$ cat src/design/polyline_point_at_distance_assert.svh
// Assertion macros used by the polyline point-at-distance controller.
// Expects signals clk and rst_n in the scope of each use.
`ifndef POLYLINE_POINT_AT_DISTANCE_ASSERT_SVH
`define POLYLINE_POINT_AT_DISTANCE_ASSERT_SVH

// Same-cycle implication.
`define PPAD_ASSERT_NOW(label, ante, cons, msg) \
    label: assert property (@(posedge clk) disable iff (!rst_n) (ante) |-> (cons)) \
        else $error(msg);

// Next-cycle implication.
`define PPAD_ASSERT_NEXT(label, ante, cons, msg) \
    label: assert property (@(posedge clk) disable iff (!rst_n) (ante) |=> (cons)) \
        else $error(msg);

`endif

$ cat src/design/ppad_pkg.sv
// Types and constants for the polyline point-at-distance block.
// No dependencies.
package ppad_pkg;

    localparam int COORD_W = 24;
    localparam int PT_W    = 3 * COORD_W;
    localparam int DIST_W  = 32;
    localparam int CNT_O_W = 9;
    localparam int MAG_W   = COORD_W + 1;
    localparam int ROOT_W  = 25;
    localparam int SQ_W    = 2 * ROOT_W;
    localparam int PROD_W  = MAG_W + DIST_W;
    localparam int NUM_W   = PROD_W + 1;
    localparam int Q_W     = 25;
    localparam int IT_W    = 5;

    typedef enum logic [1:0] {
        OP_CLEAR  = 2'd0,
        OP_APPEND = 2'd1,
        OP_QUERY  = 2'd2,
        OP_NONE   = 2'd3
    } op_e_t;

    typedef enum logic [1:0] {
        ST_OK      = 2'd0,
        ST_CLAMPED = 2'd1,
        ST_EMPTY   = 2'd2,
        ST_FULL    = 2'd3
    } status_e_t;

    typedef enum logic [4:0] {
        DP_NOP, DP_LOAD, DP_CLEAR, DP_RD_LAST, DP_RD_JM1, DP_RD_J,
        DP_LATCH_A, DP_LATCH_B, DP_SQ, DP_SQRT_INIT, DP_SQRT_STEP,
        DP_APPEND, DP_SCAN_RD, DP_SCAN_CHK, DP_MUL, DP_DIV_INIT,
        DP_DIV_STEP, DP_DIV_DONE, DP_CLAMP, DP_RESULT
    } dp_op_t;

    typedef struct packed {
        dp_op_t    op;
        status_e_t status;
    } dp_cmd_t;

    typedef struct packed {
        logic cnt_zero;
        logic full;
        logic scan_none;
        logic hit;
        logic scan_last;
        logic it_last;
        logic cidx_last;
    } dp_stat_t;

    // Point word layout: x high, z low.
    function automatic logic signed [COORD_W-1:0] pt_coord(
        input logic [PT_W-1:0] p,
        input logic [1:0]      i
    );
        logic signed [COORD_W-1:0] c;
        case (i)
            2'd0:    c = p[3*COORD_W-1:2*COORD_W];
            2'd1:    c = p[2*COORD_W-1:COORD_W];
            default: c = p[COORD_W-1:0];
        endcase
        return c;
    endfunction

endpackage

$ cat src/design/ppad_ctrl.sv
// Controller state machine: sequences the datapath per item and owns the handshakes.
// Depends on ppad_pkg and the assertion macro header.
`include "polyline_point_at_distance_assert.svh"

module ppad_ctrl import ppad_pkg::*; (
    input  logic       clk,
    input  logic       rst_n,
    input  logic       in_valid,
    output logic       in_stall,
    input  logic [1:0] op,
    output logic       out_valid,
    input  logic       out_stall,
    input  dp_stat_t   st,
    output dp_cmd_t    cmd
);

    typedef enum logic [19:0] {
        S_IDLE       = 20'h00001,
        S_DISPATCH   = 20'h00002,
        S_RD_LAST    = 20'h00004,
        S_LATCH_LAST = 20'h00008,
        S_SQ         = 20'h00010,
        S_SQRT_INIT  = 20'h00020,
        S_SQRT       = 20'h00040,
        S_APPEND     = 20'h00080,
        S_SCAN_RD    = 20'h00100,
        S_SCAN_CHK   = 20'h00200,
        S_RD_A       = 20'h00400,
        S_LATCH_A    = 20'h00800,
        S_RD_B       = 20'h01000,
        S_LATCH_B    = 20'h02000,
        S_MUL        = 20'h04000,
        S_DIV_INIT   = 20'h08000,
        S_DIV        = 20'h10000,
        S_DIV_DONE   = 20'h20000,
        S_CLAMP      = 20'h40000,
        S_DONE       = 20'h80000
    } state_t;

    state_t    state_reg, state_next;
    op_e_t     op_reg, op_next;
    status_e_t status_reg, status_next;
    logic      out_valid_reg, out_valid_next;

    always_comb
    begin
        state_next     = state_reg;
        op_next        = op_reg;
        status_next    = status_reg;
        out_valid_next = (out_valid_reg && !out_stall) ? 1'b0 : out_valid_reg;
        cmd.op         = DP_NOP;
        cmd.status     = status_reg;
        case (state_reg)
            S_IDLE:
            begin
                if (in_valid)
                begin
                    cmd.op      = DP_LOAD;
                    op_next     = op_e_t'(op);
                    status_next = ST_OK;
                    state_next  = S_DISPATCH;
                end
            end
            S_DISPATCH:
            begin
                case (op_reg)
                    OP_CLEAR:
                    begin
                        cmd.op     = DP_CLEAR;
                        state_next = S_DONE;
                    end
                    OP_APPEND:
                    begin
                        if (st.full)
                        begin
                            status_next = ST_FULL;
                            state_next  = S_DONE;
                        end
                        else if (st.cnt_zero)
                        begin
                            state_next = S_APPEND;
                        end
                        else
                        begin
                            state_next = S_RD_LAST;
                        end
                    end
                    OP_QUERY:
                    begin
                        if (st.cnt_zero)
                        begin
                            status_next = ST_EMPTY;
                            state_next  = S_DONE;
                        end
                        else if (st.scan_none)
                        begin
                            status_next = ST_CLAMPED;
                            state_next  = S_RD_LAST;
                        end
                        else
                        begin
                            state_next = S_SCAN_RD;
                        end
                    end
                    default: state_next = S_DONE;
                endcase
            end
            S_RD_LAST:
            begin
                cmd.op     = DP_RD_LAST;
                state_next = S_LATCH_LAST;
            end
            S_LATCH_LAST:
            begin
                cmd.op     = DP_LATCH_A;
                state_next = (op_reg == OP_APPEND) ? S_SQ : S_CLAMP;
            end
            S_SQ:
            begin
                cmd.op = DP_SQ;
                if (st.cidx_last)
                begin
                    state_next = S_SQRT_INIT;
                end
            end
            S_SQRT_INIT:
            begin
                cmd.op     = DP_SQRT_INIT;
                state_next = S_SQRT;
            end
            S_SQRT:
            begin
                cmd.op = DP_SQRT_STEP;
                if (st.it_last)
                begin
                    state_next = S_APPEND;
                end
            end
            S_APPEND:
            begin
                cmd.op     = DP_APPEND;
                state_next = S_DONE;
            end
            S_SCAN_RD:
            begin
                cmd.op     = DP_SCAN_RD;
                state_next = S_SCAN_CHK;
            end
            S_SCAN_CHK:
            begin
                cmd.op = DP_SCAN_CHK;
                if (st.hit)
                begin
                    state_next = S_RD_A;
                end
                else if (st.scan_last)
                begin
                    status_next = ST_CLAMPED;
                    state_next  = S_RD_LAST;
                end
                else
                begin
                    state_next = S_SCAN_RD;
                end
            end
            S_RD_A:
            begin
                cmd.op     = DP_RD_JM1;
                state_next = S_LATCH_A;
            end
            S_LATCH_A:
            begin
                cmd.op     = DP_LATCH_A;
                state_next = S_RD_B;
            end
            S_RD_B:
            begin
                cmd.op     = DP_RD_J;
                state_next = S_LATCH_B;
            end
            S_LATCH_B:
            begin
                cmd.op     = DP_LATCH_B;
                state_next = S_MUL;
            end
            S_MUL:
            begin
                cmd.op     = DP_MUL;
                state_next = S_DIV_INIT;
            end
            S_DIV_INIT:
            begin
                cmd.op     = DP_DIV_INIT;
                state_next = S_DIV;
            end
            S_DIV:
            begin
                cmd.op = DP_DIV_STEP;
                if (st.it_last)
                begin
                    state_next = S_DIV_DONE;
                end
            end
            S_DIV_DONE:
            begin
                cmd.op     = DP_DIV_DONE;
                state_next = st.cidx_last ? S_DONE : S_MUL;
            end
            S_CLAMP:
            begin
                cmd.op     = DP_CLAMP;
                state_next = S_DONE;
            end
            S_DONE:
            begin
                if (!out_valid_reg || !out_stall)
                begin
                    cmd.op         = DP_RESULT;
                    out_valid_next = 1'b1;
                    state_next     = S_IDLE;
                end
            end
            default: state_next = S_IDLE;
        endcase
    end

    always_ff @(posedge clk or negedge rst_n)
    begin
        if (!rst_n)
        begin
            state_reg     <= S_IDLE;
            op_reg        <= OP_NONE;
            status_reg    <= ST_OK;
            out_valid_reg <= 1'b0;
        end
        else
        begin
            state_reg     <= state_next;
            op_reg        <= op_next;
            status_reg    <= status_next;
            out_valid_reg <= out_valid_next;
        end
    end

    assign in_stall  = (state_reg != S_IDLE);
    assign out_valid = out_valid_reg;

    `PPAD_ASSERT_NEXT(a_accept_dispatch, in_valid && (state_reg == S_IDLE), state_reg == S_DISPATCH, "accepted transfer did not dispatch")
    `PPAD_ASSERT_NEXT(a_result_loads, (state_reg == S_DONE) && (!out_valid_reg || !out_stall), out_valid_reg && (state_reg == S_IDLE), "result not loaded")
    `PPAD_ASSERT_NOW(a_scan_nonempty, state_reg == S_SCAN_CHK, !st.cnt_zero && !st.scan_none, "segment scan on short polyline")
    `PPAD_ASSERT_NEXT(a_sqrt_exit, (state_reg == S_SQRT) && st.it_last, state_reg == S_APPEND, "root loop did not end in append")

endmodule

$ cat config.mk
export PLATFORM = sky130hd
export DESIGN_NAME = ppad_ctrl
export DESIGN_NICKNAME = d
export VERILOG_FILES = /design/src/design/ppad_pkg.sv /design/src/design/ppad_ctrl.sv
export VERILOG_INCLUDE_DIRS = /design/src /design/src/design
export SDC_FILE = /design/constraint.sdc
export NUM_CORES = 1
export LEC_CHECK = 0
export BUFFER_PORTS_ARGS = -buffer_cell sky130_fd_sc_hd__buf_2
export CAP_MARGIN = 15
export CORE_UTILIZATION = 35
export CTS_BUF_LIST = sky130_fd_sc_hd__clkbuf_8
export DETAILED_ROUTE_END_ITERATION = 8
export PLACE_DENSITY_LB_ADDON = 0.08
export SYNTH_ARGS = -nofsm -noshare
export SYNTH_HDL_FRONTEND = slang
export SYNTH_SLANG_ARGS = --single-unit
$ cat constraint.sdc
create_clock -name clk -period 2.7 [get_ports clk]
set_input_delay 0.135 -clock clk [delete_from_list [all_inputs] [get_ports clk]]
set_output_delay 0.135 -clock clk [all_outputs]
set_load 0.02 [all_outputs]
Word level (Yosys, flattened, before mapping)
Index checks and enable logic that the tools add are counted.
- add/subtract/negate cells: 0
- multipliers: 0
- div/mod/pow operators: 0
- magnitude comparators: 0
- eq/ne operators: 33
- shifts and indexed selects: 0
- multiplexer cells: 30
- bitwise logic cells: 0
- reduce and logical (&&, ||, !) cells: 11
- operator list (operator ; count):
    20-bit one-hot mux with 19 select lines ; 1
    20-bit 2-to-1 mux ; 8
    5-bit one-hot mux with 19 select lines ; 1
    20-bit one-hot mux with 2 select lines ; 1
    20-bit by 1-bit equality test with 1-bit output (second input constant) ; 1
    20-bit by 10-bit equality test with 1-bit output (second input constant) ; 1
    20-bit by 11-bit equality test with 1-bit output (second input constant) ; 1
    20-bit by 12-bit equality test with 1-bit output (second input constant) ; 1
    20-bit by 13-bit equality test with 1-bit output (second input constant) ; 1
    20-bit by 14-bit equality test with 1-bit output (second input constant) ; 1
    20-bit by 15-bit equality test with 1-bit output (second input constant) ; 1
    20-bit by 16-bit equality test with 1-bit output (second input constant) ; 1
    20-bit by 17-bit equality test with 1-bit output (second input constant) ; 1
    20-bit by 18-bit equality test with 1-bit output (second input constant) ; 1
    20-bit by 19-bit equality test with 1-bit output (second input constant) ; 1
    20-bit by 2-bit equality test with 1-bit output (second input constant) ; 1
    20-bit equality test (second input constant) ; 1
    20-bit by 3-bit equality test with 1-bit output (second input constant) ; 1
    20-bit by 4-bit equality test with 1-bit output (second input constant) ; 1
    20-bit by 5-bit equality test with 1-bit output (second input constant) ; 1
    20-bit by 6-bit equality test with 1-bit output (second input constant) ; 1
    20-bit by 7-bit equality test with 1-bit output (second input constant) ; 1
    20-bit by 8-bit equality test with 1-bit output (second input constant) ; 1
    20-bit by 9-bit equality test with 1-bit output (second input constant) ; 1
    24 further kinds ; 43
- register bits after elaboration: 25
- bits in latches: 0
- RAM bits: 0
- bits in read-only memories: 0
- bits of input ports: 13
- output and inout port bits: 9
- word-level logic and storage cells: 78
- memories kept: 0

Depth between registers and ports, before layout
Gate-level depths: netlist of the first run.
- depth in word-level cells: 5
- mapped depth: 7
- gate-level depth less buffers: 7

Worst setup path before layout of the first run
OpenSTA, ideal clock, no wires.
- kind: register to output
- from: reg state_reg[13]
- to: out cmd[2] (netlist bit)
- arrival: 2.278 ns
- data required time: 2.565 ns
- slack: 0.287 ns
- cell stages (with the launch flop): 8
- path buffers: 1
- cell sequence: dfrtp_1 buf_6 or3_4 or3b_4 or4b_4 a21oi_1 nor2_1 nand4b_1
- RTL lines (item ; RTL line ; text):
    start, declared ; ppad_ctrl.sv:40 ; state_t state_reg, state_next;
    start signal, assigned ; ppad_ctrl.sv:238 ; state_reg <= state_next;
    end, declared ; ppad_ctrl.sv:14 ; output dp_cmd_t cmd

==> impl_metrics.tcl, run 1 <==
set metrics [dict create \
    diodes 0 \
    antenna_found_initial 0 \
    ys_types 50 \
    drive_gt1_share_pct 28.1 \
    path_clk_slew_ns 0.09 \
    postPlaceCellArea_um2 1840 \
    dp_slack_ns 0.139 \
    via_count 1552 \
    drcViolationCount 0 \
    final_net_count 234 \
    p_sw_share_pct 41.1 \
    p_clk_share_pct 16.6 \
    dp_cells 259 \
    hold_viol 0 \
    grt_pass1_wl_um 7570 \
    min_period_ns 2.63 \
    synth-main-ff-cell "dfrtp_1" \
    yosysSeqAreaShare_pct 39.1 \
    ant_nets 0 \
    startpoint_type "flip-flop" \
    gp_congestion 0.941 \
    port_buffers 21 \
    dr.pass1.iters 5 \
    synth_edf_count 0 \
    wl_per_cell_um 17.2 \
    p_switching_mw 0.559 \
    fin_cells 269 \
    slew-limit-headroom_pct 60.1 \
    fin_crit_sh_pct 97.3 \
    dpl.hpwl_um 3660 \
    leakage_nw 0.944 \
    final_common_cell "nor2_1" \
    vdd_drop_max_uv 367 \
    power_frac_comb_pct 48.0 \
    fmax_mhz 381 \
    total_power_mw 1.36 \
    drv_slew 0 \
    skew_ns 0.00196 \
    cp-end-kind "output pin" \
    clk_path_buf_depth 2 \
    syn-cell-area_um2 1610 \
    crit_fanout 4 \
    via_per_inst 5.77 \
    async_flop_share_pct 100 \
    syn-instance-count 178 \
    fin_ws_ns 0.0738 \
    ys_ff_latch 25 \
    seq_area_um2 629 \
    routed_wl_um 4630 \
    max_cap_violations 0 \
    cts-root-buf "clkbuf_8" \
    synth_nets 194 \
    largest_reg_flops 20 \
    cts_inserted_buffers 3 \
    drt_iter0_markers 148 \
    fillCellCount 453 \
    finalSetupViolCount 0 \
    dieWidth_um 69.8 \
    start_util_pct 36.7 \
    multi_input_area_um2 938 \
    path_class "flip-flop to output pin" \
    syn_area_per_cell_um2 9.05 \
    hold_slack_ns 0.0641 \
    critPathArrivalTime_ns 2.49 \
    overflow 0 \
    ios 22 \
    outcome "finished, final reports clean" \
    first_global_vias 1555 \
    layout_common_cells "nor2_1 (26), dfrtp_1 (22), buf_2 (20)" \
    worstMarginPinSlew_ns 0.583 \
    grt_usage_pct 19.8 \
    h-tree-depth 1 \
    dieArea_um2 4880 \
    clock_latency_ns 0.27 \
    intPower_mw 0.802 \
    syn2layout_area_growth_pct 21.5 \
    cts.sinks 25 \
    utilization_pct 44.6 \
    finalSetupTns_ns 0 \
    grt_max_degree 26 \
    die_h_um 69.8 \
    p_per_area_nw_per_um2 695 \
    fin_area_um2 1960 \
    row_count 24 \
    yosys_warnings 0 \
    core_area_um2 4380 \
    required_ns 2.57 \
    seq_power_share_pct 35.3 \
    rsz0062_at_grt "yes" \
    cts_tree "built" \
    min-delay-path-class "primary input to flip-flop" \
]
-- area by class of cell --
class	instances	share of cell area (%)
multi-input cells	139	48.0
flip-flops and latches	25	32.2
repair buffers	38	12.1
well taps	52	3.32
clock buffers	3	2.11
inverters	11	2.11
clock inverters	1	0.192
-- cells in the mapped netlist, types with 4 or more instances --
master     n  area, um2
nor4_1     7       43.8
nor2_1    26       97.6
nand3_1    5       25.0
nand4b_1   5       43.8
nand4_1    7       43.8
nor3_1     4       20.0
nand2_1   16       60.1
nand2b_1   8       50.1
inv_1     11       41.3
a21oi_1    6       30.0
dfrtp_1   22        551
-- power groups by stage --
stage	clock [mW]	sequential, mW	combinational [mW]
2_1_floorplan	0	0.486	0.399
3_3_place_gp	0	0.477	0.601
3_5_place_dp	0	0.480	0.613
4_1_cts	0.229	0.480	0.644
5_1_grt	0.248	0.488	0.711
6_report	0.226	0.480	0.654
-- cells by family after synthesis --
group / Yosys count / synth area share, %
flip-flops: 25 / 39.1
AND/OR/NAND/NOR: 102 / 38.0
XOR/XNOR: 5 / 2.72
buffers and inverters: 14 / 3.81
AO/OA/AOI/OAI: 28 / 13.4
adder cells (fa/ha/maj): 3 / 2.33
multiplexers: 1 / 0.622
-- worst max-delay path, cell delays in order (launching register included) --
cell	delay [ns]
dfrtp_1	0.39
or3_4	0.41
or3b_4	0.40
or4b_4	0.51
a21oi_2	0.14
nor2_1	0.07
nand4b_1	0.14
buf_4	0.15
-- repair_timing --
action,CTS,global route
pin swaps,1,4
hold endpoints to repair,22,0
setup endpoints to repair,3,5
hold buffers,1,0
setup buffers,2,3
resized for setup,3,1
-- final timing paths --
kind	endpoint	startpoint	depth (start not counted)	slack, ns
min in group asynchronous	state_reg[17]	rst_n	2	0.39
worst min register to register	status_reg[0]	status_reg[0]	2	0.53
worst min-delay path	state_reg[8]	st[3]	2	0.06
max in group asynchronous	state_reg[14]	rst_n	2	1.92
worst max register to register	state_reg[0]	state_reg[0]	8	0.24
worst max-delay path	cmd[2]	state_reg[13]	7	0.07
-- per-layer routing --
layer  part of all wire [%]  vias to the layer above  GRT usage [%]
li1                       -                      737              -
met1                     44                      753           25.4
met2                     49                       51           33.5
met3                    4.7                       11           3.05
met4                    2.1                        0           7.11
met5                      0                        -              0
No activity file was read; power rests on OpenSTA's default activity.
==> run 2: changes to the inputs <==
- ABC_AREA: unset -> 1
==> run 2 against run 1 <==
Maximum frequency increased by 23%. Synthesized cell count increased by 32%. Sequential share of layout area decreased by 1.3 points. Utilization decreased by 2.3 points. Largest power group unchanged.
==> impl_metrics.tcl, run 2 <==
set metrics [dict create \
    outcome "finished, final reports clean" \
    gp_congestion 0.888 \
    synthTopCellsByArea "dfrtp_1 (31%), nand2_1 (9.2%), inv_1 (7.7%)" \
    cts_inserted_buffers 3 \
    drv_slew 0 \
    max_stage_delay_ns 0.56 \
    wl_per_cell_um 12.5 \
    clk_path_buf_depth 2 \
    cts.sinks 25 \
    path_class "flip-flop to output pin" \
    synth.top_cells.by_count "nand2_1 (44), inv_1 (37), nor2_1 (29), dfrtp_1 (22), nand3_1 (18)" \
    layout_common_cells "nand2_1 (44), inv_1 (37), nor2_1 (29)" \
    row_count 25 \
    holdCritStartpoint "st[3]" \
    synth_edf_count 0 \
    cts_resized 0 \
    yosysMostFrequentCell "nand2_1" \
    slew-limit-headroom_pct 61.5 \
    critPathArrivalTime_ns 2.00 \
    cp-end-kind "output pin" \
    synth_simple_gate_area_share_pct 45.4 \
    yosysTopAreaCellShare_pct 30.7 \
    r2r-start "state_reg[10]" \
    die_h_um 73.6 \
    grt_pass1_wl_um 6940 \
    fin_area_um2 2040 \
    final_common_cell "nand2_1" \
    cp_slowest_cell "dfstp_2" \
    cp_cell_sequence "nor2_4 -> nand2_4 -> nor2_1 -> nand3_1 -> o21ai_0 -> nor4_1 -> nand2_1 -> buf_2" \
    cts-root-buf "clkbuf_8" \
    largest_reg_flops 20 \
    critPathTopFamily "simple AND/OR/NAND/NOR gates" \
    hold-path-endpoint "state_reg[8]" \
    crit_fanout 4 \
    port_buffers 21 \
    utilization_pct 42.4 \
    dpl.hpwl_um 3440 \
    via_count 1494 \
    rsz0062_at_grt "no" \
    synth-main-ff-cell "dfrtp_1" \
    cp-startpoint "state_reg[0]" \
    finalSetupTns_ns 0 \
    min-delay-path-class "primary input to flip-flop" \
    dieArea_um2 5420 \
    ant_nets 0 \
    required_ns 2.57 \
    synth_nets 251 \
    yosysTopAreaCell "dfrtp_1" \
    yosysSeqAreaShare_pct 35.1 \
    dieWidth_um 73.6 \
    syn_area_per_cell_um2 7.64 \
    skew_ns 0.00513 \
    synth-compound-area-share_pct 7.80 \
    fin_crit_sh_pct 79.0 \
    r2r_slack_ns 1.02 \
    start_util_pct 37.3 \
    synth_fa_ha_area_share_pct 2.09 \
    muxShareOfSynthArea_pct 0 \
    leakage_nw 1.12 \
    r2r-end "state_reg[1]" \
    overflow 0 \
    via_per_inst 4.55 \
    final_net_count 278 \
    routed_wl_um 4090 \
    min_period_ns 2.13 \
    hold_slack_ns 0.0611 \
    syn-cell-area_um2 1800 \
    async_flop_share_pct 100 \
    hold_viol 0 \
    syn-instance-count 235 \
    syn2layout_area_growth_pct 13.7 \
    ys_ff_latch 25 \
    yosys_warnings 0 \
    worst_r2r_path_depth 12 \
    startpoint_type "flip-flop" \
    cts_tree "built" \
    dr.pass1.iters 4 \
    vdd_drop_max_uv 381 \
    ys_types 33 \
    fmax_mhz 469 \
    diodes 0 \
    yosys.area_share.xor_xnor_pct 0 \
    whs_path_depth 2 \
    synth_top_family_by_area "simple AND/OR/NAND/NOR gates" \
    drive_gt1_share_pct 27.2 \
    clock_latency_ns 0.27 \
    total_power_mw 1.45 \
    grt_usage_pct 17.3 \
    grt_max_degree 26 \
    antenna_found_initial 0 \
    max_cap_violations 0 \
    drt_iter0_markers 55 \
    postPlaceCellArea_um2 1980 \
    core_area_um2 4820 \
    worstMarginPinSlew_ns 0.578 \
    path_clk_slew_ns 0.09 \
    worst-path-buf-inv 1 \
    finalSetupViolCount 0 \
    first_global_vias 1488 \
    h-tree-depth 1 \
    p_per_area_nw_per_um2 710 \
    ios 22 \
    drcViolationCount 0 \
]
-- run 2: cell types whose count changed after synthesis, moves of 5 or more --
cell      delta
nor2_2       +5
inv_2        +5
nand4_1      -5
o21ai_0      +5
nand2_4      +7
nand2_1     +28
inv_1       +26
nand2b_1     -8
nand3_1     +13
nand2_2      +5
nor2_4      +10
nand4b_1     -5
-- run 2: kinds of logic after synthesis --
| kind of cell | after synthesis |
|---|---|
| buffers and inverters | 46 |
| AOI/OAI and AO/OA | 21 |
| adders and majority gates | 3 |
| and+or+nand+nor | 140 |
| DFF | 25 |
-- run 2: worst reg2reg max path, delay by kind of cell, from the launching register on --
family	cells	cell delay, ns
AO/OA/AOI/OAI	1	0.06
buffers and inverters	4	0.20
flip-flops	1	0.43
AND/OR/NAND/NOR	7	0.89
-- run 2: power by group --
part           internal (mW)  switching (mW)
clock                  0.103           0.123
sequential             0.438          0.0351
combinational          0.257           0.492
-- run 2: layout make-up --
class                      count  area (um2)
clock inverter                 1        5.00
timing repair buffer          22         115
sequential                    25         629
multi-input combinational    164         993
inverter                      46         173
clock buffer                   3        41.3
tap                           67        83.8
fill                         512        2780
-- run 2: worst max path at each step --
| stage | endpoint | cells past startpoint |
|---|---|---|
| 3_3_place_gp | cmd[2] | 8 |
| 3_5_place_dp | cmd[2] | 10 |
| 6_report | cmd[2] | 8 |
| 5_1_grt | cmd[2] | 10 |
| 2_1_floorplan | cmd[2] | 8 |
| 4_1_cts | cmd[2] | 8 |
-- run 2: timing repair --
item / 4_1_cts / 5_1_grt
endpoints found under the setup margin: 0 / 0
setup buffers: 0 / 0
hold endpoints to repair: 22 / 0
hold buffers: 1 / 0
-- run 2: stage by stage --
step                setup WS (ns)  cells
global placement            0.837    323
CTS                         0.518    328
finish                      0.568    328
detailed placement          0.849    323
floorplan                    1.12    235
global route                0.395    328
-- run 2: layer usage --
layer  track usage [%]  vias up  routed length, um
met1              23.3      673               2040
met3              1.78        4                 88
met4              4.49        0                 38
li1                  -      793                  -
met5                 0        -                  0
met2              29.5       24               1920
==> run 3: changes to the inputs <==
- clock period: 2.7 -> 1.7 ns (I/O delays scaled with it)
==> run 3 against run 2 <==
The flow now finishes with violations (negative setup slack). Global-route usage rose by 0.99 points. First-iteration DRC count is 11% lower. Register-to-register slack worse by 1.1 ns. Combinational power is 110% higher. Hold slack lost 0.046 ns. Clock-buffer cell count stayed put. Clock skew increased by 0.0049 ns. Total power is 84% higher. Cell count rose by 6.4%. Utilization rose by 7.1 points. Routed wire length increased by 7.2%.
==> impl_metrics.tcl, run 3 (synthesis gave the netlist of run 2 again) <==
set metrics [dict create \
    fin_ws_ns -0.204 \
    dieWidth_um 73.6 \
    final_common_cell "nand2_1" \
    row_count 25 \
    worstMarginPinSlew_ns 0.574 \
    core_area_um2 4820 \
    diodes 0 \
    whs_path_depth 2 \
    outcome "finished, violations left" \
    first_global_vias 1629 \
    fin_crit_sh_pct 112 \
    hold_slack_ns 0.0151 \
    p_switching_mw 1.17 \
    finalSetupTns_ns -1.04 \
    routed_wl_um 4380 \
    syn2layout_area_growth_pct 32.6 \
    cts_tree "built" \
    vdd_drop_max_uv 481 \
    critPathTopFamily "simple AND/OR/NAND/NOR gates" \
    p_per_area_nw_per_um2 1120 \
    required_ns 1.62 \
    intPower_mw 1.49 \
    layout_common_cells "nand2_1 (37), inv_1 (34), nor2_1 (24)" \
    dr.pass1.iters 4 \
    cp_cell_sequence "nor2_4 -> nand2_4 -> nor2_4 -> nand2_4 -> nor2_4 -> inv_2 -> nor2_4 -> nor4_4 -> nand2_1 -> buf_6" \
    final_net_count 299 \
    path_clk_slew_ns 0.10 \
    dp_slack_ns -0.154 \
    dieArea_um2 5420 \
    worst_r2r_path_depth 14 \
    skew_ns 0.00999 \
    hold_viol 0 \
    worst-path-buf-inv 2 \
    dpl.hpwl_um 3410 \
    grt_usage_pct 18.3 \
    dp_cells 328 \
    hold-path-endpoint "state_reg[8]" \
    cp_slowest_cell "dfrtp_1" \
    min_period_ns 1.90 \
    power_frac_comb_pct 58.1 \
    p_sw_share_pct 44.1 \
    drcViolationCount 0 \
    finalSetupViolCount 7 \
    largest_reg_flops 20 \
    via_count 1608 \
    clk_path_buf_depth 2 \
    h-tree-depth 1 \
    cts_inserted_buffers 3 \
    clock_latency_ns 0.27 \
    cts.sinks 25 \
    ios 22 \
    min-delay-path-class "primary input to flip-flop" \
    cpMostUsedCell "nor2_4" \
    startpoint_type "flip-flop" \
    leakage_nw 1.27 \
    r2r-end "state_reg[1]" \
    grt_pass1_wl_um 7370 \
    die_h_um 73.6 \
    max_cap_violations 0 \
    p_clk_share_pct 13.6 \
    seq_power_share_pct 28.3 \
    wl_per_cell_um 12.6 \
    path_class "flip-flop to output pin" \
    crit_fanout 4 \
    port_buffers 21 \
    critPathArrivalTime_ns 1.82 \
    fmax_mhz 525 \
    start_util_pct 37.3 \
    slew-limit-headroom_pct 61.8 \
    drv_slew 0 \
    grt_max_degree 26 \
    max_stage_delay_ns 0.42 \
    antenna_found_initial 0 \
    ant_nets 0 \
    drive_gt1_share_pct 42.2 \
    rsz0062_at_grt "yes" \
    holdCritStartpoint "st[3]" \
    total_power_mw 2.66 \
    fin_cells 349 \
    gp_congestion 0.794 \
    r2r-start "state_reg[1]" \
    via_per_inst 4.61 \
    drt_iter0_markers 49 \
    cp-end-kind "output pin" \
    violations "negative setup slack" \
    r2r_slack_ns -0.08 \
    cts-root-buf "clkbuf_8" \
    overflow 0 \
]
run 3: cell types whose count changed in the layout (fill, tap and decap cells not counted), sizes merged:
cell | before | now
inv | 42 | 44
buf | 21 | 42
clkinv | 5 | 3
run 3: power groups by stage:
stage / logic [mW] / registers [mW] / clock network (mW)
finish: 1.55 / 0.752 / 0.362
global placement: 1.21 / 0.763 / 0
floorplan: 0.916 / 0.782 / 0
detailed placement: 1.21 / 0.766 / 0
global route: 1.70 / 0.763 / 0.403
CTS: 1.36 / 0.751 / 0.372
run 3: final cells by class:
| type | instances | area [um2] |
|---|---|---|
| clock inverter | 1 | 5.00 |
| sequential | 25 | 631 |
| clock buffer | 3 | 41.3 |
| timing repair buffer | 43 | 312 |
| inverter | 46 | 181 |
| tap | 67 | 83.8 |
| fill | 521 | 2440 |
| multi-input combinational | 164 | 1130 |
run 3: worst max-delay path by stage:
stage | startpoint | depth (start not counted) | end
after CTS | state_reg[0] | 10 | cmd[2]
after global routing | state_reg[5] | 8 | cmd[3]
after global placement | state_reg[0] | 8 | cmd[2]
after floorplan | state_reg[0] | 8 | cmd[2]
final | state_reg[5] | 10 | cmd[2]
after detailed placement | state_reg[0] | 8 | cmd[2]
run 3: metrics by stage:
step | area (um2) | utilization [%]
4_1_cts | 2260 | 46.9
3_5_place_dp | 2020 | 42.0
2_1_floorplan | 1800 | -
6_report | 2380 | 49.4
3_3_place_gp | 2020 | 42.0
5_1_grt | 2380 | 49.4
run 3: routing by layer:
metal  share of wire (%)  up-vias  global-route usage (%)
met5                   0        -                       0
met4                 1.6        0                    5.13
met3                 2.6        6                    2.06
met2                  49       24                    32.2
met1                  47      749                    23.5
li1                    -      829                       -
run 3: what timing repair did:
item                       CTS  global route
hold endpoints to repair    22             0
setup buffers               11             5
setup endpoints to repair    5            16
pin swaps                   14            12
hold buffers                 1             0
resized for setup           30            23
run 3: worst reg2reg max path, cell delays in order, from the launching register on:
cell,delay (ns)
dfrtp_1,0.42
nor2_4,0.16
nand2_4,0.09
nor2_8,0.16
nand2_4,0.08
buf_6,0.12
nor2_4,0.12
buf_6,0.11
nand2_4,0.04
nand2_2,0.06
inv_2,0.06
nand3_4,0.11
inv_4,0.04
o21ai_2,0.06
inv_2,0.04
